`src/rtl/core/pcrc_pkg.sv`:
```
// shared types, constants and helper functions of the pcm rate/channel/depth converter
package pcrc_pkg;

    localparam int FRAC_BITS        = 16;
    localparam int MAX_RUN_DEFAULT  = 16;
    localparam int RESULT_CAP       = 16;
    localparam int QUEUE_DEPTH      = 2;
    localparam int QUO_W            = 24;
    localparam int DIV_NUM_W        = 63;
    localparam int DIV_DEN_W        = 38;
    localparam int NOP_W            = 22;

    localparam logic [NOP_W-1:0] ONE_Q = NOP_W'(1) << FRAC_BITS;
    localparam logic [20:0]      UNITY_RATE = 21'(1) << FRAC_BITS;

    // depth codes
    localparam logic [1:0] DEPTH_8  = 2'd0;
    localparam logic [1:0] DEPTH_16 = 2'd1;
    localparam logic [1:0] DEPTH_24 = 2'd2;

    // register indexes
    localparam logic [2:0] REG_RATE      = 3'd0;
    localparam logic [2:0] REG_IN_CH     = 3'd1;
    localparam logic [2:0] REG_OUT_CH    = 3'd2;
    localparam logic [2:0] REG_IN_DEPTH  = 3'd3;
    localparam logic [2:0] REG_OUT_DEPTH = 3'd4;

    typedef struct packed {
        logic [20:0] rate;
        logic [1:0]  in_ch;
        logic [1:0]  out_ch;
        logic [1:0]  in_depth;
        logic [1:0]  out_depth;
    } t_cfg;

    typedef struct packed {
        logic [23:0] raw_a;
        logic [23:0] raw_b;
        logic [24:0] m0;
        logic [24:0] m1;
        logic        fin;
    } t_cmd;

    typedef struct packed {
        logic [24:0] m0;
        logic [24:0] m1;
    } t_map;

    typedef struct packed {
        logic full;
        logic empty;
    } t_q_status;

    function automatic logic [4:0] depth_bits(input logic [1:0] code);
        logic [4:0] bits;
        unique case (code)
            DEPTH_8:  bits = 5'd8;
            DEPTH_16: bits = 5'd16;
            default:  bits = 5'd24;
        endcase
        return bits;
    endfunction

    function automatic logic [23:0] depth_mask(input logic [1:0] code);
        logic [23:0] m;
        unique case (code)
            DEPTH_8:  m = 24'h0000ff;
            DEPTH_16: m = 24'h00ffff;
            default:  m = 24'hffffff;
        endcase
        return m;
    endfunction

    // stereo to mono keeps the plain sum, the halving goes into the output scaling
    function automatic t_map map_frame(input logic [23:0] a, input logic [23:0] b,
                                       input logic ist, input logic ost);
        t_map mp;
        if (ist == ost) begin
            mp.m0 = {1'b0, a};
            mp.m1 = ist ? {1'b0, b} : 25'd0;
        end else if (ost) begin
            mp.m0 = {1'b0, a};
            mp.m1 = {1'b0, a};
        end else begin
            mp.m0 = {1'b0, a} + {1'b0, b};
            mp.m1 = 25'd0;
        end
        return mp;
    endfunction

    function automatic logic [23:0] scale_out(input logic [44:0] x, input logic [5:0] sh);
        logic [44:0] t;
        t = x >> sh;
        return t[23:0];
    endfunction

endpackage

```
`src/rtl/core/pcrc_front.sv`:
```
// front end: takes input transfers, masks to input depth and maps channels
module pcrc_front (
    input  pcrc_pkg::t_cfg i_cfg,
    input  logic           i_tvalid,
    output logic           o_tready,
    input  logic [47:0]    i_tdata,   // first_sample [23:0], second_sample [47:24]
    input  logic           i_tlast,   // final_frame
    input  logic           i_q_full,
    output logic           o_push,
    output pcrc_pkg::t_cmd o_push_data
);
    import pcrc_pkg::*;

    logic [23:0] w_mask;
    logic [23:0] w_a;
    logic [23:0] w_b;
    t_map        w_map;

    assign w_mask = depth_mask(i_cfg.in_depth);
    assign w_a    = i_tdata[23:0] & w_mask;
    assign w_b    = i_tdata[47:24] & w_mask;
    assign w_map  = map_frame(w_a, w_b, i_cfg.in_ch[1], i_cfg.out_ch[1]);

    assign o_tready          = ~i_q_full;
    assign o_push            = i_tvalid & ~i_q_full;
    assign o_push_data.raw_a = w_a;
    assign o_push_data.raw_b = w_b;
    assign o_push_data.m0    = w_map.m0;
    assign o_push_data.m1    = w_map.m1;
    assign o_push_data.fin   = i_tlast;

endmodule

```
`src/rtl/core/pcrc_queue.sv`:
```
// short command queue between front and back
module pcrc_queue (
    input  logic                i_clk,
    input  logic                i_rst_n,
    input  logic                i_push,
    input  pcrc_pkg::t_cmd      i_push_data,
    input  logic                i_pop,
    output pcrc_pkg::t_cmd      o_pop_data,
    output pcrc_pkg::t_q_status o_status
);
    import pcrc_pkg::*;

    localparam int PW = (QUEUE_DEPTH > 1) ? $clog2(QUEUE_DEPTH) : 1;
    localparam int CW = $clog2(QUEUE_DEPTH + 1);
    localparam logic [PW-1:0] LAST_PTR = PW'(QUEUE_DEPTH - 1);
    localparam logic [CW-1:0] FULL_CNT = CW'(QUEUE_DEPTH);

    t_cmd          r_mem [QUEUE_DEPTH];
    logic [PW-1:0] r_wr_ptr;
    logic [PW-1:0] r_rd_ptr;
    logic [CW-1:0] r_count;

    assign o_pop_data     = r_mem[r_rd_ptr];
    assign o_status.full  = (r_count == FULL_CNT);
    assign o_status.empty = (r_count == '0);

    always_ff @(posedge i_clk) begin
        if (i_push) begin
            r_mem[r_wr_ptr] <= i_push_data;
        end
    end

    always_ff @(posedge i_clk) begin
        if (!i_rst_n) begin
            r_wr_ptr <= '0;
            r_rd_ptr <= '0;
            r_count  <= '0;
        end else begin
            if (i_push) begin
                r_wr_ptr <= (r_wr_ptr == LAST_PTR) ? '0 : r_wr_ptr + PW'(1);
            end
            if (i_pop) begin
                r_rd_ptr <= (r_rd_ptr == LAST_PTR) ? '0 : r_rd_ptr + PW'(1);
            end
            if (i_push && !i_pop) begin
                r_count <= r_count + CW'(1);
            end else if (!i_push && i_pop) begin
                r_count <= r_count - CW'(1);
            end
        end
    end

endmodule

```
`src/rtl/core/pcrc_divider.sv`:
```
// restoring divider, one quotient bit per cycle, quotient known to fit 24 bits
module pcrc_divider (
    input  logic                          i_clk,
    input  logic                          i_rst_n,
    input  logic                          i_start,
    input  logic [pcrc_pkg::DIV_NUM_W-1:0] i_num,
    input  logic [pcrc_pkg::DIV_DEN_W-1:0] i_den,
    output logic                          o_busy,
    output logic                          o_done,
    output logic [pcrc_pkg::QUO_W-1:0]    o_quo
);
    import pcrc_pkg::*;

    localparam int DSW = DIV_DEN_W + QUO_W - 1;
    localparam int CNW = $clog2(QUO_W);

    logic [DIV_NUM_W-1:0] r_rem;
    logic [DSW-1:0]       r_den;
    logic [QUO_W-1:0]     r_quo;
    logic [CNW-1:0]       r_cnt;
    logic                 r_busy;
    logic                 r_done;
    logic [DIV_NUM_W-1:0] w_den_ext;
    logic                 w_ge;

    assign w_den_ext = DIV_NUM_W'(r_den);
    assign w_ge      = (r_rem >= w_den_ext);
    assign o_busy    = r_busy;
    assign o_done    = r_done;
    assign o_quo     = r_quo;

    always_ff @(posedge i_clk) begin
        if (i_start) begin
            r_rem <= i_num;
            r_den <= {i_den, {(QUO_W-1){1'b0}}};
            r_quo <= '0;
            r_cnt <= CNW'(QUO_W - 1);
        end else if (r_busy) begin
            if (w_ge) begin
                r_rem <= r_rem - w_den_ext;
            end
            r_quo <= {r_quo[QUO_W-2:0], w_ge};
            r_den <= r_den >> 1;
            r_cnt <= r_cnt - CNW'(1);
        end
    end

    always_ff @(posedge i_clk) begin
        if (!i_rst_n) begin
            r_busy <= 1'b0;
            r_done <= 1'b0;
        end else begin
            r_done <= 1'b0;
            if (i_start) begin
                r_busy <= 1'b1;
            end else if (r_busy && r_cnt == '0) begin
                r_busy <= 1'b0;
                r_done <= 1'b1;
            end
        end
    end

endmodule

```
`src/rtl/core/pcrc_back.sv`:
```
// back end: rate conversion sequencer, stream state and output register
module pcrc_back #(
    parameter int MAX_UPSAMPLE_RUN = pcrc_pkg::MAX_RUN_DEFAULT
) (
    input  logic                           i_clk,
    input  logic                           i_rst_n,
    input  pcrc_pkg::t_cfg                 i_cfg,
    input  logic                           i_cfg_clr,
    input  logic                           i_q_valid,
    input  pcrc_pkg::t_cmd                 i_q_data,
    output logic                           o_q_pop,
    output logic                           o_div_start,
    output logic [pcrc_pkg::DIV_NUM_W-1:0] o_div_num,
    output logic [pcrc_pkg::DIV_DEN_W-1:0] o_div_den,
    input  logic                           i_div_done,
    input  logic [pcrc_pkg::QUO_W-1:0]     i_div_quo,
    output logic                           o_tvalid,
    input  logic                           i_tready,
    output logic [47:0]                    o_tdata,   // left_out [23:0], right_out [47:24]
    output logic                           o_tlast    // last_of_run
);
    import pcrc_pkg::*;

    localparam int LIM = (MAX_UPSAMPLE_RUN < RESULT_CAP) ? MAX_UPSAMPLE_RUN : RESULT_CAP;
    localparam int NW  = $clog2(RESULT_CAP + 1);
    localparam logic [NW-1:0] LIM_N = NW'(LIM);

    localparam logic [3:0] ST_IDLE    = 4'd0;
    localparam logic [3:0] ST_PASS    = 4'd1;
    localparam logic [3:0] ST_DN_OPEN = 4'd2;
    localparam logic [3:0] ST_DN_ACC0 = 4'd3;
    localparam logic [3:0] ST_DN_ACC1 = 4'd4;
    localparam logic [3:0] ST_DN_DIV0 = 4'd5;
    localparam logic [3:0] ST_DN_DIV1 = 4'd6;
    localparam logic [3:0] ST_UP_TOP  = 4'd7;
    localparam logic [3:0] ST_UP_SKIP = 4'd8;
    localparam logic [3:0] ST_UP_SKAD = 4'd9;
    localparam logic [3:0] ST_UP_ACC0 = 4'd10;
    localparam logic [3:0] ST_UP_ACC1 = 4'd11;
    localparam logic [3:0] ST_EMIT    = 4'd12;
    localparam logic [3:0] ST_END     = 4'd13;

    logic [3:0]       r_state;
    logic [3:0]       r_ret;
    t_cmd             r_cmd;
    logic [NW-1:0]    r_n;
    logic             r_run;
    logic             r_div_go;
    logic [46:0]      r_sum_l;
    logic [46:0]      r_sum_r;
    logic [46:0]      r_tot_l;
    logic [46:0]      r_tot_r;
    logic [NOP_W-1:0] r_nop;
    logic [23:0]      r_prior_l;
    logic [23:0]      r_prior_r;
    logic             r_have_prior;
    logic signed [43:0] r_prod;
    logic [23:0]      r_res_l;
    logic [23:0]      r_res_r;
    logic             r_pend_valid;
    logic [23:0]      r_pend_l;
    logic [23:0]      r_pend_r;
    logic             r_out_valid;
    logic [23:0]      r_out_l;
    logic [23:0]      r_out_r;
    logic             r_out_last;

    logic [4:0]       w_ib;
    logic [4:0]       w_ob;
    logic             w_dl;
    logic [5:0]       w_sh;
    logic [4:0]       w_up_s;
    logic [4:0]       w_dn_s;
    logic             w_mode_dn;
    logic             w_mode_up;
    logic [NOP_W-1:0] w_rate;
    logic [NOP_W-1:0] w_nop_eff;
    logic [NOP_W-1:0] w_avail;
    logic [NOP_W-1:0] w_skip_num;
    logic [21:0]      w_rden;
    t_map             w_pm;
    logic [24:0]      w_a0;
    logic [24:0]      w_a1;
    logic [25:0]      w_diff0;
    logic [25:0]      w_diff1;
    logic [17:0]      w_d;
    logic signed [17:0] w_mul_a;
    logic signed [25:0] w_mul_b;
    logic [44:0]      w_x0;
    logic [44:0]      w_x1;
    logic [44:0]      w_p0;
    logic [44:0]      w_p1;
    logic [46:0]      w_prod_u;
    logic [23:0]      w_omask;
    logic [23:0]      w_el;
    logic [23:0]      w_er;
    logic             w_out_free;
    logic             w_out_load;

    assign w_ib      = depth_bits(i_cfg.in_depth);
    assign w_ob      = depth_bits(i_cfg.out_depth);
    assign w_dl      = i_cfg.in_ch[1] & ~i_cfg.out_ch[1];
    assign w_sh      = 6'd16 + {5'd0, w_dl} + {1'b0, w_ib} - {1'b0, w_ob};
    assign w_up_s    = (w_ob > w_ib) ? (w_ob - w_ib) : 5'd0;
    assign w_dn_s    = (w_ib > w_ob) ? (w_ib - w_ob) : 5'd0;
    assign w_mode_dn = (i_cfg.rate > UNITY_RATE);
    assign w_mode_up = (i_cfg.rate < UNITY_RATE);
    assign w_rate    = {1'b0, i_cfg.rate};
    assign w_nop_eff = (r_nop == '0) ? w_rate : r_nop;
    assign w_avail   = ONE_Q - r_nop;
    assign w_skip_num = ONE_Q - r_nop + w_rate - NOP_W'(1);
    assign w_rden    = w_dl ? {i_cfg.rate, 1'b0} : {1'b0, i_cfg.rate};

    // left end of the interpolation interval: prior frame, or the final frame held
    assign w_pm    = map_frame(r_prior_l, r_prior_r, i_cfg.in_ch[1], i_cfg.out_ch[1]);
    assign w_a0    = r_run ? r_cmd.m0 : w_pm.m0;
    assign w_a1    = r_run ? r_cmd.m1 : w_pm.m1;
    assign w_diff0 = {1'b0, r_cmd.m0} - {1'b0, w_a0};
    assign w_diff1 = {1'b0, r_cmd.m1} - {1'b0, w_a1};
    assign w_d     = {2'b0, r_nop[15:0]};

    // a*(1-d) + b*d as a*1.0 + (b-a)*d
    assign w_x0 = {4'd0, w_a0, 16'd0} + {r_prod[43], r_prod};
    assign w_x1 = {4'd0, w_a1, 16'd0} + {r_prod[43], r_prod};
    assign w_p0 = {4'd0, r_cmd.m0, 16'd0};
    assign w_p1 = {4'd0, r_cmd.m1, 16'd0};
    assign w_prod_u = {3'd0, r_prod};

    assign w_omask    = depth_mask(i_cfg.out_depth);
    assign w_el       = r_res_l & w_omask;
    assign w_er       = i_cfg.out_ch[1] ? (r_res_r & w_omask) : 24'd0;
    assign w_out_free = ~r_out_valid | i_tready;
    // pending result moves into the output register
    assign w_out_load = r_pend_valid & w_out_free
                      & ((r_state == ST_EMIT) | (r_state == ST_END));

    assign o_q_pop  = (r_state == ST_IDLE) & i_q_valid;
    assign o_tvalid = r_out_valid;
    assign o_tdata  = {r_out_r, r_out_l};
    assign o_tlast  = r_out_last;

    // shared multiplier operand select
    always_comb begin
        unique case (r_state)
            ST_DN_OPEN: begin
                w_mul_a = w_nop_eff[17:0];
                w_mul_b = {1'b0, r_cmd.m0};
            end
            ST_DN_ACC0: begin
                w_mul_a = r_nop[17:0];
                w_mul_b = {1'b0, r_cmd.m1};
            end
            ST_UP_TOP: begin
                w_mul_a = w_d;
                w_mul_b = w_diff0;
            end
            ST_UP_ACC0: begin
                w_mul_a = w_d;
                w_mul_b = w_diff1;
            end
            ST_UP_SKIP: begin
                w_mul_a = i_div_quo[17:0];
                w_mul_b = {5'd0, i_cfg.rate};
            end
            default: begin
                w_mul_a = '0;
                w_mul_b = '0;
            end
        endcase
    end

    always_comb begin
        o_div_start = 1'b0;
        o_div_num   = '0;
        o_div_den   = '0;
        unique case (r_state)
            ST_DN_DIV0: begin
                o_div_start = ~r_div_go;
                o_div_num   = {16'd0, r_tot_l} << w_up_s;
                o_div_den   = {16'd0, w_rden} << w_dn_s;
            end
            ST_DN_DIV1: begin
                o_div_start = ~r_div_go;
                o_div_num   = {16'd0, r_tot_r} << w_up_s;
                o_div_den   = {16'd0, w_rden} << w_dn_s;
            end
            ST_UP_SKIP: begin
                o_div_start = ~r_div_go;
                o_div_num   = {41'd0, w_skip_num};
                o_div_den   = {16'd0, w_rate};
            end
            default: begin
                o_div_start = 1'b0;
            end
        endcase
    end

    always_ff @(posedge i_clk) begin
        r_prod <= w_mul_a * w_mul_b;
    end

    // payload registers
    always_ff @(posedge i_clk) begin
        if (o_q_pop) begin
            r_cmd <= i_q_data;
        end
        unique case (r_state)
            ST_PASS: begin
                r_res_l <= scale_out(w_p0, w_sh);
                r_res_r <= scale_out(w_p1, w_sh);
            end
            ST_DN_ACC0: begin
                r_tot_l <= r_sum_l + w_prod_u;
            end
            ST_DN_ACC1: begin
                r_tot_r <= r_sum_r + w_prod_u;
            end
            ST_DN_DIV0: begin
                if (r_div_go && i_div_done) begin
                    r_res_l <= i_div_quo;
                end
            end
            ST_DN_DIV1: begin
                if (r_div_go && i_div_done) begin
                    r_res_r <= i_div_quo;
                end
            end
            ST_UP_ACC0: begin
                r_res_l <= scale_out(w_x0, w_sh);
            end
            ST_UP_ACC1: begin
                r_res_r <= scale_out(w_x1, w_sh);
            end
            ST_EMIT: begin
                if (!r_pend_valid || w_out_free) begin
                    r_pend_l <= w_el;
                    r_pend_r <= w_er;
                end
                if (r_pend_valid && w_out_free) begin
                    r_out_l    <= r_pend_l;
                    r_out_r    <= r_pend_r;
                    r_out_last <= 1'b0;
                end
            end
            ST_END: begin
                if (r_pend_valid && w_out_free) begin
                    r_out_l    <= r_pend_l;
                    r_out_r    <= r_pend_r;
                    r_out_last <= 1'b1;
                end
            end
            default: begin
                r_res_l <= r_res_l;
            end
        endcase
    end

    // control and stream state
    always_ff @(posedge i_clk) begin
        if (!i_rst_n) begin
            r_state      <= ST_IDLE;
            r_ret        <= ST_END;
            r_n          <= '0;
            r_run        <= 1'b0;
            r_div_go     <= 1'b0;
            r_sum_l      <= '0;
            r_sum_r      <= '0;
            r_nop        <= '0;
            r_prior_l    <= '0;
            r_prior_r    <= '0;
            r_have_prior <= 1'b0;
            r_pend_valid <= 1'b0;
            r_out_valid  <= 1'b0;
        end else begin
            r_out_valid <= w_out_load | (r_out_valid & ~i_tready);
            unique case (r_state)
                ST_IDLE: begin
                    if (i_q_valid) begin
                        r_n <= '0;
                        if (w_mode_dn) begin
                            r_state <= ST_DN_OPEN;
                        end else if (w_mode_up) begin
                            if (r_have_prior) begin
                                r_run   <= 1'b0;
                                r_state <= ST_UP_TOP;
                            end else if (i_q_data.fin) begin
                                r_run   <= 1'b1;
                                r_state <= ST_UP_TOP;
                            end else begin
                                r_state <= ST_END;
                            end
                        end else begin
                            r_state <= ST_PASS;
                        end
                    end
                end
                ST_PASS: begin
                    r_ret   <= ST_END;
                    r_state <= ST_EMIT;
                end
                ST_DN_OPEN: begin
                    if (w_nop_eff > ONE_Q) begin
                        // box stays open past this frame
                        r_sum_l <= r_sum_l + {6'd0, r_cmd.m0, 16'd0};
                        r_sum_r <= r_sum_r + {6'd0, r_cmd.m1, 16'd0};
                        r_nop   <= w_nop_eff - ONE_Q;
                        r_state <= ST_END;
                    end else begin
                        r_nop   <= w_nop_eff;
                        r_state <= ST_DN_ACC0;
                    end
                end
                ST_DN_ACC0: begin
                    r_sum_l <= {6'd0, r_cmd.m0, 16'd0} - w_prod_u;
                    r_state <= ST_DN_ACC1;
                end
                ST_DN_ACC1: begin
                    // rest of the frame opens the next box
                    r_sum_r <= {6'd0, r_cmd.m1, 16'd0} - w_prod_u;
                    r_nop   <= (w_avail != '0) ? (w_rate - w_avail) : '0;
                    r_state <= ST_DN_DIV0;
                end
                ST_DN_DIV0: begin
                    if (!r_div_go) begin
                        r_div_go <= 1'b1;
                    end else if (i_div_done) begin
                        r_div_go <= 1'b0;
                        r_state  <= ST_DN_DIV1;
                    end
                end
                ST_DN_DIV1: begin
                    if (!r_div_go) begin
                        r_div_go <= 1'b1;
                    end else if (i_div_done) begin
                        r_div_go <= 1'b0;
                        r_n      <= r_n + NW'(1);
                        r_ret    <= ST_END;
                        r_state  <= ST_EMIT;
                    end
                end
                ST_UP_TOP: begin
                    if (r_nop >= ONE_Q) begin
                        r_nop <= r_nop - ONE_Q;
                        if (!r_run && r_cmd.fin) begin
                            r_run <= 1'b1;
                        end else begin
                            r_state <= ST_END;
                        end
                    end else if (r_n >= LIM_N) begin
                        if (i_cfg.rate == '0) begin
                            r_nop <= ONE_Q;
                        end else begin
                            r_state <= ST_UP_SKIP;
                        end
                    end else begin
                        r_state <= ST_UP_ACC0;
                    end
                end
                ST_UP_SKIP: begin
                    // positions beyond the run cap are used up without output
                    if (!r_div_go) begin
                        r_div_go <= 1'b1;
                    end else if (i_div_done) begin
                        r_div_go <= 1'b0;
                        r_state  <= ST_UP_SKAD;
                    end
                end
                ST_UP_SKAD: begin
                    r_nop   <= r_nop + r_prod[NOP_W-1:0];
                    r_state <= ST_UP_TOP;
                end
                ST_UP_ACC0: begin
                    r_state <= ST_UP_ACC1;
                end
                ST_UP_ACC1: begin
                    r_nop   <= r_nop + w_rate;
                    r_n     <= r_n + NW'(1);
                    r_ret   <= ST_UP_TOP;
                    r_state <= ST_EMIT;
                end
                ST_EMIT: begin
                    if (!r_pend_valid) begin
                        r_pend_valid <= 1'b1;
                        r_state      <= r_ret;
                    end else if (w_out_free) begin
                        r_state <= r_ret;
                    end
                end
                ST_END: begin
                    if (!r_pend_valid || w_out_free) begin
                        if (r_pend_valid) begin
                            r_pend_valid <= 1'b0;
                        end
                        if (r_cmd.fin) begin
                            r_sum_l      <= '0;
                            r_sum_r      <= '0;
                            r_nop        <= '0;
                            r_prior_l    <= '0;
                            r_prior_r    <= '0;
                            r_have_prior <= 1'b0;
                        end else if (w_mode_up) begin
                            r_prior_l    <= r_cmd.raw_a;
                            r_prior_r    <= r_cmd.raw_b;
                            r_have_prior <= 1'b1;
                        end
                        r_state <= ST_IDLE;
                    end
                end
                default: begin
                    r_state <= ST_IDLE;
                end
            endcase
            if (i_cfg_clr) begin
                r_sum_l      <= '0;
                r_sum_r      <= '0;
                r_nop        <= '0;
                r_prior_l    <= '0;
                r_prior_r    <= '0;
                r_have_prior <= 1'b0;
            end
        end
    end

endmodule

```
`src/rtl/core/pcm_rate_channel_depth_converter_core.sv`:
```
// top level of the pcm rate, channel and depth converter
//
// usage
//   s_axis carries one input frame per transfer: tdata holds first_sample and
//   second_sample, tlast marks the final frame of a stream. m_axis carries the
//   output frames: tdata holds left_out and right_out, tlast marks the last
//   output caused by one input frame. an input frame gives zero to sixteen
//   outputs. the apb port holds rate ratio, channel counts and depth codes;
//   any valid write restarts the stream state and is done while the block
//   idles; the user keeps to this, the block itself does not enforce it.
// sequencing
//   downsampling divides the left and right box sums by the ratio, one after
//   the other, in the serial divider. upsampling computes each output through
//   the one shared multiplier; when the run cap is reached the skipped
//   positions go through the divider as well. a two-entry command queue lets
//   the front take frames while the back works.
// reset and stall
//   synchronous reset loads the register defaults (unity ratio, mono, 16 bit)
//   and clears the stream state. when m_axis stalls, the back holds one
//   result in the output register and one pending, then waits; the queue
//   fills and s_axis_tready drops.
module pcm_rate_channel_depth_converter_core #(
    parameter int MAX_UPSAMPLE_RUN = pcrc_pkg::MAX_RUN_DEFAULT
) (
    input  logic        i_clk,
    input  logic        i_rst_n,
    // input stream
    input  logic        s_axis_tvalid,
    output logic        s_axis_tready,
    input  logic [47:0] s_axis_tdata,   // first_sample [23:0], second_sample [47:24]
    input  logic        s_axis_tlast,   // final_frame
    // output stream
    output logic        m_axis_tvalid,
    input  logic        m_axis_tready,
    output logic [47:0] m_axis_tdata,   // left_out [23:0], right_out [47:24]
    output logic        m_axis_tlast,   // last_of_run
    // configuration
    input  logic        psel,
    input  logic        penable,
    input  logic        pwrite,
    input  logic [4:0]  paddr,
    input  logic [31:0] pwdata,
    output logic [31:0] prdata,
    output logic        pready
);
    import pcrc_pkg::*;

    // configuration registers
    logic [20:0] r_rate;
    logic [1:0]  r_in_ch;
    logic [1:0]  r_out_ch;
    logic [1:0]  r_in_depth;
    logic [1:0]  r_out_depth;

    logic [2:0]           w_idx;
    logic                 w_wr;
    logic                 w_cfg_clr;
    t_cfg                 w_cfg;
    logic                 w_push;
    t_cmd                 w_push_data;
    logic                 w_pop;
    t_cmd                 w_pop_data;
    t_q_status            w_q_status;
    logic                 w_div_start;
    logic [DIV_NUM_W-1:0] w_div_num;
    logic [DIV_DEN_W-1:0] w_div_den;
    logic                 w_div_busy;
    logic                 w_div_done;
    logic [QUO_W-1:0]     w_div_quo;

    assign pready    = 1'b1;
    assign w_idx     = paddr[4:2];
    assign w_wr      = psel & penable & pwrite;
    // writes beyond the register list leave the stream alone
    assign w_cfg_clr = w_wr & (w_idx <= REG_OUT_DEPTH);

    always_ff @(posedge i_clk) begin
        if (!i_rst_n) begin
            r_rate      <= UNITY_RATE;
            r_in_ch     <= 2'd1;
            r_out_ch    <= 2'd1;
            r_in_depth  <= DEPTH_16;
            r_out_depth <= DEPTH_16;
        end else if (w_wr) begin
            unique case (w_idx)
                REG_RATE:      r_rate      <= pwdata[20:0];
                REG_IN_CH:     r_in_ch     <= pwdata[1:0];
                REG_OUT_CH:    r_out_ch    <= pwdata[1:0];
                REG_IN_DEPTH:  r_in_depth  <= pwdata[1:0];
                REG_OUT_DEPTH: r_out_depth <= pwdata[1:0];
                default:       r_rate      <= r_rate;
            endcase
        end
    end

    always_comb begin
        unique case (w_idx)
            REG_RATE:      prdata = {11'd0, r_rate};
            REG_IN_CH:     prdata = {30'd0, r_in_ch};
            REG_OUT_CH:    prdata = {30'd0, r_out_ch};
            REG_IN_DEPTH:  prdata = {30'd0, r_in_depth};
            REG_OUT_DEPTH: prdata = {30'd0, r_out_depth};
            default:       prdata = 32'd0;
        endcase
    end

    assign w_cfg.rate      = r_rate;
    assign w_cfg.in_ch     = r_in_ch;
    assign w_cfg.out_ch    = r_out_ch;
    assign w_cfg.in_depth  = r_in_depth;
    assign w_cfg.out_depth = r_out_depth;

    pcrc_front u_front (
        .i_cfg       (w_cfg),
        .i_tvalid    (s_axis_tvalid),
        .o_tready    (s_axis_tready),
        .i_tdata     (s_axis_tdata),
        .i_tlast     (s_axis_tlast),
        .i_q_full    (w_q_status.full),
        .o_push      (w_push),
        .o_push_data (w_push_data)
    );

    pcrc_queue u_queue (
        .i_clk       (i_clk),
        .i_rst_n     (i_rst_n),
        .i_push      (w_push),
        .i_push_data (w_push_data),
        .i_pop       (w_pop),
        .o_pop_data  (w_pop_data),
        .o_status    (w_q_status)
    );

    pcrc_divider u_divider (
        .i_clk   (i_clk),
        .i_rst_n (i_rst_n),
        .i_start (w_div_start),
        .i_num   (w_div_num),
        .i_den   (w_div_den),
        .o_busy  (w_div_busy),
        .o_done  (w_div_done),
        .o_quo   (w_div_quo)
    );

    pcrc_back #(
        .MAX_UPSAMPLE_RUN (MAX_UPSAMPLE_RUN)
    ) u_back (
        .i_clk       (i_clk),
        .i_rst_n     (i_rst_n),
        .i_cfg       (w_cfg),
        .i_cfg_clr   (w_cfg_clr),
        .i_q_valid   (~w_q_status.empty),
        .i_q_data    (w_pop_data),
        .o_q_pop     (w_pop),
        .o_div_start (w_div_start),
        .o_div_num   (w_div_num),
        .o_div_den   (w_div_den),
        .i_div_done  (w_div_done),
        .i_div_quo   (w_div_quo),
        .o_tvalid    (m_axis_tvalid),
        .i_tready    (m_axis_tready),
        .o_tdata     (m_axis_tdata),
        .o_tlast     (m_axis_tlast)
    );

    // back never restarts the divider while a division runs
    assert property (@(posedge i_clk) disable iff (!i_rst_n)
        w_div_start |-> !w_div_busy)
        else $error("divider started while busy");

    // back only takes commands that the queue holds
    assert property (@(posedge i_clk) disable iff (!i_rst_n)
        w_pop |-> !w_q_status.empty)
        else $error("pop from empty command queue");

    // no result is presented right after reset
    assert property (@(posedge i_clk) disable iff (!i_rst_n)
        !$past(i_rst_n) |-> !m_axis_tvalid)
        else $error("output valid after reset");

    // a full queue holds off the input stream
    assert property (@(posedge i_clk) disable iff (!i_rst_n)
        $past(w_q_status.full) && !$past(w_pop) |-> !w_push)
        else $error("push into full command queue");

endmodule

```
`config.mk`:
```
export PLATFORM = sky130hd
export DESIGN_NAME = pcm_rate_channel_depth_converter_core
export DESIGN_NICKNAME = d
export VERILOG_FILES = /design/src/rtl/core/pcrc_pkg.sv /design/src/rtl/core/pcrc_front.sv /design/src/rtl/core/pcrc_queue.sv /design/src/rtl/core/pcrc_divider.sv /design/src/rtl/core/pcrc_back.sv /design/src/rtl/core/pcm_rate_channel_depth_converter_core.sv
export SDC_FILE = /design/constraint.sdc
export NUM_CORES = 2
export LEC_CHECK = 0
export BUFFER_PORTS_ARGS = -buffer_cell sky130_fd_sc_hd__clkbuf_2
export CORE_MARGIN = 2
export CORE_UTILIZATION = 56
export DETAILED_ROUTE_END_ITERATION = 10
export GPL_TIMING_DRIVEN = 0
export PLACE_DENSITY = 0.73
export REMOVE_ABC_BUFFERS = 1
export SETUP_SLACK_MARGIN = 0.15
export SYNTH_ARGS = -nofsm -noshare
export SYNTH_HDL_FRONTEND = slang
export SYNTH_SLANG_ARGS = --single-unit
```
`constraint.sdc`:
```
create_clock -name i_clk -period 12.68 [get_ports i_clk]
set_input_delay 1.902 -clock i_clk [delete_from_list [all_inputs] [get_ports i_clk]]
set_output_delay 1.902 -clock i_clk [all_outputs]
set_load 0.01 [all_outputs]
```
== Yosys cells after proc, flatten, opt, wreduce, memory -nomap -nowiden ==
Memory sizes are Yosys's and may differ from the RTL's. A register that Yosys moved wholly into a read port is not among the register bits.
Index checks and enable logic that the tools add are counted.
Word-level totals
  bits in registers: 752
  RAM bits: 198
  input bits: 93
  memories kept: 1
Cells by class
  add/sub/neg operators: 32
  multiply operators: 1
  magnitude comparators: 9
  equal/unequal tests: 45
  shift operators: 7
  mux-type cells: 103
  bitwise operators: 23
  reductions and logical operators: 60
Memory list
  u_queue.r_mem: depth 2, width 99, read ports 1, clocked after memory_dff 1, wr ports 1, line pcrc_queue.sv:18  | t_cmd r_mem [QUEUE_DEPTH];
Operator list (number)
  case mux 47 bit (3 select lines): 2
  two-way mux 50 bit: 4
  two-way mux 22 bit: 9
  two-way mux 63 bit: 3
  case mux 63 bit (3 select lines): 1
  two-way mux 47 bit: 4
  two-way mux 24 bit: 7
  case mux 24 bit (3 select lines): 2
  case mux 22 bit (6 select lines): 1
  case mux 26 bit (5 select lines): 1
  left shift 47 x 5 -> 63 bit: 2
  two-way mux 61 bit: 2
  case mux 21 bit (5 select lines): 1
  AND 24 bit: 4
  case mux 24 bit (2 select lines): 2
  adder 47 x 41 -> 47 bit: 2
  adder 47 x 44 -> 47 bit: 2
  adder 42 x 44 -> 45 bit: 2
  right shift 45 x 6 -> 24 bit: 2
  subtractor 41 x 44 -> 45 bit: 2
  two-way mux 4 bit: 21
  right shift 41 x 6 -> 24 bit: 2
  case mux 38 bit (2 select lines): 1
  case mux 18 bit (4 select lines): 1
  other kinds (76): 200

== Depth between registers and ports, before layout ==
  word-level depth: 7
  depth in mapped cells: 50

== Hierarchy ==
A second synthesis with hierarchy kept.
Second synthesis, totals
  cells, all modules: 9727
  area, all modules: 85589.6 um^2
By module, submodules not included
  pcrc_back: times used 1, cells an instance 7711, area an instance 64036.4 um^2, sequential area each 14634.0 um^2
  pcrc_divider: times used 1, cells an instance 1089, area an instance 9957.0 um^2, sequential area each 4113.9 um^2
  pcrc_queue: times used 1, cells an instance 330, area an instance 7388.3 um^2, sequential area each 6045.8 um^2
  pcrc_front: times used 1, cells an instance 421, area an instance 2665.1 um^2, sequential area each 0.0 um^2
  pcm_rate_channel_depth_converter_core: times used 1, cells an instance 176, area an instance 1542.7 um^2, sequential area each 580.6 um^2

== Least setup slack after synthesis ==
Ideal clock, no wire load.
  path type: register to register
  start point: register u_back.r_prior_r[1]
  end point: register u_back.r_prod[42]
  setup time: 122 ps
  arrival: 10078 ps
  data required time: 12558 ps
  path slack: 2480 ps
  stages on the path, launching flop included: 48
  cells stage by stage: dfxtp_1 -> ha_1 -> a211oi_1 -> o21ai_0 -> a21oi_1 -> o21bai_1 -> a21o_1 -> a21o_1 -> a21oi_1 -> xor2_1 -> nor2_1 -> a21oi_1 -> o21ai_0 -> inv_1 -> ha_1 -> a21o_1 -> a21o_1 -> a21o_1 -> [12 not listed] -> inv_1 -> fa_1 -> fa_1 -> inv_1 -> fa_1 -> inv_1 -> ha_1 -> a21o_1 -> a21oi_1 -> nor2_1 -> a211oi_1 -> and3_1 -> a211oi_1 -> nor2_1 -> o21ai_0 -> a2111oi_0 -> nor2b_1 -> xor2_1
Between the ends
  longest elaborated chain between the ends: 7
  elaborated cells between the ends (all ways): 10
Ends and longest elaborated chain
  start: declaration: line pcrc_back.sv:55  | logic [23:0] r_prior_r;
  start signal: assignment: line pcrc_back.sv:403  | r_prior_r <= r_cmd.raw_b;
  adder 24 x 24 -> 25 bit: line pcrc_pkg.sv:85  | mp.m0 = {1'b0, a} + {1'b0, b};
  two-way mux 50 bit: line pcrc_pkg.sv:81  | end else if (ost) begin
  two-way mux 50 bit (*): line pcrc_pkg.sv:78  | if (ist == ost) begin
  two-way mux 25 bit: line pcrc_back.sv:116  | assign w_a0 = r_run ? r_cmd.m0 : w_pm.m0;
  subtractor 25 x 25 -> 26 bit: line pcrc_back.sv:118  | assign w_diff0 = {1'b0, r_cmd.m0} - {1'b0, w_a0};
  case mux 26 bit (5 select lines) (*): line pcrc_back.sv:144  | unique case (r_state)
  multiplier 18 x 26 -> 44 bit (*): line pcrc_back.sv:199  | r_prod <= w_mul_a * w_mul_b;
  end signal: assignment: line pcrc_back.sv:199
  end: declaration: line pcrc_back.sv:57  | logic signed [43:0] r_prod;
Mark *: on every way between the ends. The rest lies on a longest branch, timed or not.
A chain may end at the register's enable or synchronous reset.

== Worst setup path in the final report ==
  start point: register r_in_ch[1]
  end point: register u_back.r_prod[42]
Between the ends
  longest elaborated chain between the ends: 6
  elaborated cells between the ends (all ways): 9
Ends and longest elaborated chain
  start: declaration: line pcm_rate_channel_depth_converter_core.sv:50  | logic [1:0] r_in_ch;
  start signal: assignment: line pcm_rate_channel_depth_converter_core.sv:87  | REG_IN_CH: r_in_ch <= pwdata[1:0];
  two-way mux 24 bit or equality test 1 bit (tied branches): line pcrc_pkg.sv:80, pcrc_pkg.sv:78
  two-way mux 50 bit (*): line pcrc_pkg.sv:78
  two-way mux 25 bit, on equally long branches: line pcrc_back.sv:117, pcrc_back.sv:116
  subtractor 25 x 25 -> 26 bit, on equally long branches: line pcrc_back.sv:119, pcrc_back.sv:118
  case mux 26 bit (5 select lines) (*): line pcrc_back.sv:144
  multiplier 18 x 26 -> 44 bit (*): line pcrc_back.sv:199
Marked as above.

==> results.txt <==
In the layout the commonest cells are 1046 x nand2_1, 896 x inv_1, 689 x nor2_1, 675 x a21oi_1, 634 x edfxtp_1. The vertical die dimension was 390 µm; the smallest hold slack was 0.417 ns. After detailed routing, the number of remaining DRC violations is 0. The total number of H-tree levels was 3.

Flip-flop and latch area: 25300 µm². The proportion of total power due to net switching is 0.485, and the power share of the clock group is 0.155. The fraction of the mapped netlist area in compound gates is 0.188, and the I/O pin count is 177.

The count of max-cap constraint violations was 0. The layout filler cell count is 12500, and the width of the die is 390 µm. The total of flip-flops plus latches after synthesis works out to 946. For the net switching power, the log shows 9.83 mW. The flow ran to the end, and the final reports show no timing, DRC or antenna violations.

The final hold violation count is 0, and the total clock buffers created by CTS is 101. The tools report the starting utilization of the core area as 0.564. For the final setup TNS, the log shows 0 ns. The startpoint identified for the worst register-to-register timing path is r_in_ch[1].

The mux cell area share after synthesis is 0.0355. After synthesis, the mean cell area works out to 8.88 µm². For the area of the multi-input gates, the log shows 53400 µm². Detailed route wirelength on metal2: 128000 µm. Counting instances, the worst hold path has a depth of 0.

The share of cells above drive strength 1 was 0.0768. The sequential area share after synthesis came out at 0.304. The library cell used most frequently in the layout, excluding fill and tap cells, is nand2_1. The most used flip-flop cell after synthesis is edfxtp_1. Setup repair after global routing left no endpoint under its margin. Clock skew on the completed layout was measured at 0.0686 ns. The tools report the number of hold buffers added after cts as 0. The run gives 0 as the final max-slew violation count.

Along the worst path, the maximum fanout reaches 10. The number of detailed-routing iterations run before antenna repair was 8. Nature of the critical path startpoint: a flip-flop.

The largest total area in the synthesized netlist belongs to edfxtp_1. The source-to-sink clock delay at the later pin of the worst-skew pair was 0.78 ns; the shortest period the worst path allows was 12.05 ns. After synthesis, the largest family of logic cells by area is adder cells.

After technology mapping, the gate count stands at 9382. Dividing total power by cell area gives a power density of 224 nW/µm². The net count of the finished layout is 10500. The xor/xnor share of the synthesized area is 0.0513, and the global-route wire length before repair is 445000 µm. From synthesis to final layout, the design area changed by 8.65%. For the pin with the worst max-slew slack, the measured transition is 1.48 ns. The number of antenna violations at the first check in global routing is 15. The number of cells on the worst reg-to-reg path is 42. The critical path in this run is classified as reg -> reg. After synthesis, the cell types taking the most area are edfxtp_1 23%, fa_1 11%, ha_1 9.0%, dfxtp_1 7.5%, nand2_1 4.7%. For the leakage power, the log shows 38.2 nW. The min-delay analysis places its worst path in the category reg -> reg. The overall global routing resource usage is 0.391, and the met3 wire length is 32200 µm. The part of the total power dissipated in sequential elements was 0.262.

The die covers 152000 µm². The number of global-route vias before repair was 70200. After floorplanning, the core was divided into 141 placement rows.

The logs give 148000 µm² for the area of the core region and 1.05 for the last weighted congestion value of the routability-driven placer. Dividing the detail-routed via count by the number of cells gives 6.47. In this run, synthesis inferred 634 flip-flops with an integrated enable. Summing every instance area after synthesis gives 83300 µm². In this run, the number of DRC markers left after iteration 0 of detailed routing was 8039. TritonCTS built the clock tree.

Among the stages of the critical path, the cell type that occurs most often is fa_1. Average wire per standard cell: 26.8 µm. The tools report the post-route antenna net violation count as 0. For this design, the slowest cell found on the critical path is dfxtp_1. The post-route clock period utilization works out to 0.950. STA classifies the critical path endpoint as a flip-flop. Setup violations remaining at the end of the flow were counted as 0. Timing would allow up to 0.0830 GHz. The detailed-route wire length is 303000 µm, and the final global-route overflow total is 0.

The data arrival time of the worst path is 12.65 ns, and the headroom to the max-slew limit is 0.0122. The clock edge transition at the registers on the reported setup and hold paths is 0.06 ns. In this run the worst setup path begins at r_in_ch[1]. The post-synthesis share of cell area spent on and, or, nand and nor gates was 0.154; the fraction of post-synthesis cell area in the top cell type by area was 0.229. The startpoint identified for the worst hold timing path is u_back.r_pend_r[22].

The tools report the share of the core filled with cells as 0.613. Data on the critical path is required at its endpoint by 13.29 ns. The sum of net half-perimeters after detailed placement was 234000 µm; the met1 routed wirelength after detailed routing was 121000 µm. The share of synthesized cell area in full adder, half adder and majority cells was 0.204. Input and output buffers added on the ports amount to 151. The run gives 946 as the TritonCTS sink count.

The highest metal layer carrying signal wires in the routed design is met5. Count of unique library cells instantiated by Yosys: 91. Summing over every cut layer, the via total after detailed routing is 73300. The proportion of synthesized flip-flops having asynchronous set or reset works out to 0. For this run, the slowest stage of the critical path takes 0.76 ns. The count of warnings emitted by yosys came out at 0. For the maximum clock path buffer count, the log shows 3. The internal cell power was 10.4 mW; the proportion of power drawn by combinational gates was 0.582. For the largest voltage drop on the vdd net, the log shows 278 µV.

Cell at the root of the clock tree: clkbuf_16. The maximum number of pins on one net before global-route repair is 100.
[sequential cells by signal (all words and copies together), names as in the netlist, 24 cells and up, named ones only]
register and flops:
u_back.r_cmd 98, u_back.r_out_l 24, u_back.r_out_r 24, u_back.r_pend_l 24, u_back.r_pend_r 24, u_back.r_prior_l 24
u_back.r_prior_r 24, u_back.r_prod 44, u_back.r_res_l 24, u_back.r_res_r 24, u_back.r_sum_l 47, u_back.r_sum_r 47
u_back.r_tot_l 47, u_back.r_tot_r 47, u_divider.o_quo 24, u_divider.r_den 61, u_divider.r_rem 63, u_queue.r_mem 196
[worst max-delay path: cells and delay by family, from the launching register on]
kind            cells  cell delay, ns
simple gates        7            1.22
xor+xnor            2            0.39
fa+ha+maj          10            4.59
flops               1            0.76
compound gates     15            3.84
buf+inv             7            0.92
mux                 1            0.10
[worst paths after layout]
| kind | end | slack [ns] |
|---|---|---|
| worst max-delay path | u_back.r_prod[42] | 0.63 |
| worst min-delay path | u_back.r_out_r[22] | 0.42 |
| worst max register to register | u_back.r_prod[42] | 0.63 |
| worst min register to register | u_back.r_out_r[22] | 0.42 |
[per-stage QoR]
stage | power (mW) | cells | instance area [µm²] | setup WS, ns
floorplan | 12.8 | 8926 | 81500 | 0.456
finish | 20.2 | 11300 | 90500 | 0.632
global route | 21.3 | 11300 | 90500 | 0.147
global placement | 16.3 | 11000 | 84700 | -9.83
detailed placement | 16.6 | 11100 | 86700 | -1.30
CTS | 19.8 | 11300 | 90200 | 0.169
[layout make-up]
cell class,count,area share
antenna,9,0.000249
multi-input combinational,7077,0.590
inverter,906,0.0377
clock buffer,125,0.0296
clock inverter,65,0.00848
tap,1930,0.0267
timing repair buffer,262,0.0280
sequential,946,0.280
[synth_stat cells (98+ instances only)]
| library cell | number |
|---|---|
| inv_1 | 900 |
| a21o_1 | 243 |
| xnor2_1 | 325 |
| and2_1 | 181 |
| ha_1 | 601 |
| fa_1 | 475 |
| nand2_1 | 1050 |
| a21oi_1 | 677 |
| o21a_1 | 98 |
| nand3_1 | 197 |
| a31oi_1 | 111 |
| xor2_1 | 163 |
| mux2i_1 | 138 |
| edfxtp_1 | 634 |
| dfxtp_1 | 312 |
| nor2_1 | 700 |
| clkbuf_1 | 418 |
| nor3_1 | 141 |
| mux2_2 | 124 |
| a22oi_1 | 116 |
| o21ai_0 | 485 |
[timing repair]
action / CTS / global route
endpoints found under the setup margin: 14 / 7
hold endpoints to repair: 0 / 0
gates cloned: 1 / 2
pin swaps: 2 / 2
setup buffers: 6 / 9
gates resized for setup: 11 / 32
[kinds of logic (layout without fill, tap and decap cells)]
| group | count (synthesis) | count (layout) |
|---|---|---|
| AOI/OAI and AO/OA | 2444 | 2445 |
| xor gates and xnor gates | 488 | 488 |
| adders and majority gates | 1076 | 1076 |
| buffers and inverters | 1374 | 1358 |
| DFF | 946 | 946 |
| muxes | 270 | 270 |
| other | 2 | 23 |
| and+or+nand+nor | 2782 | 2784 |
[power by group through the flow]
stage	clock network, mW	logic (mW)	registers (mW)
floorplan	0	8.02	4.82
CTS	3.17	11.4	5.25
finish	3.14	11.8	5.31
global placement	0	10.9	5.42
detailed placement	0	11.3	5.31
global route	3.27	12.7	5.31
[per-layer routing]
layer,vias up,GRT usage
met5,-,0
met2,3919,0.581
met3,934,0.0933
met4,8,0.233
li1,32800,-
met1,35700,0.520
(Power assumes the default switching activity.)
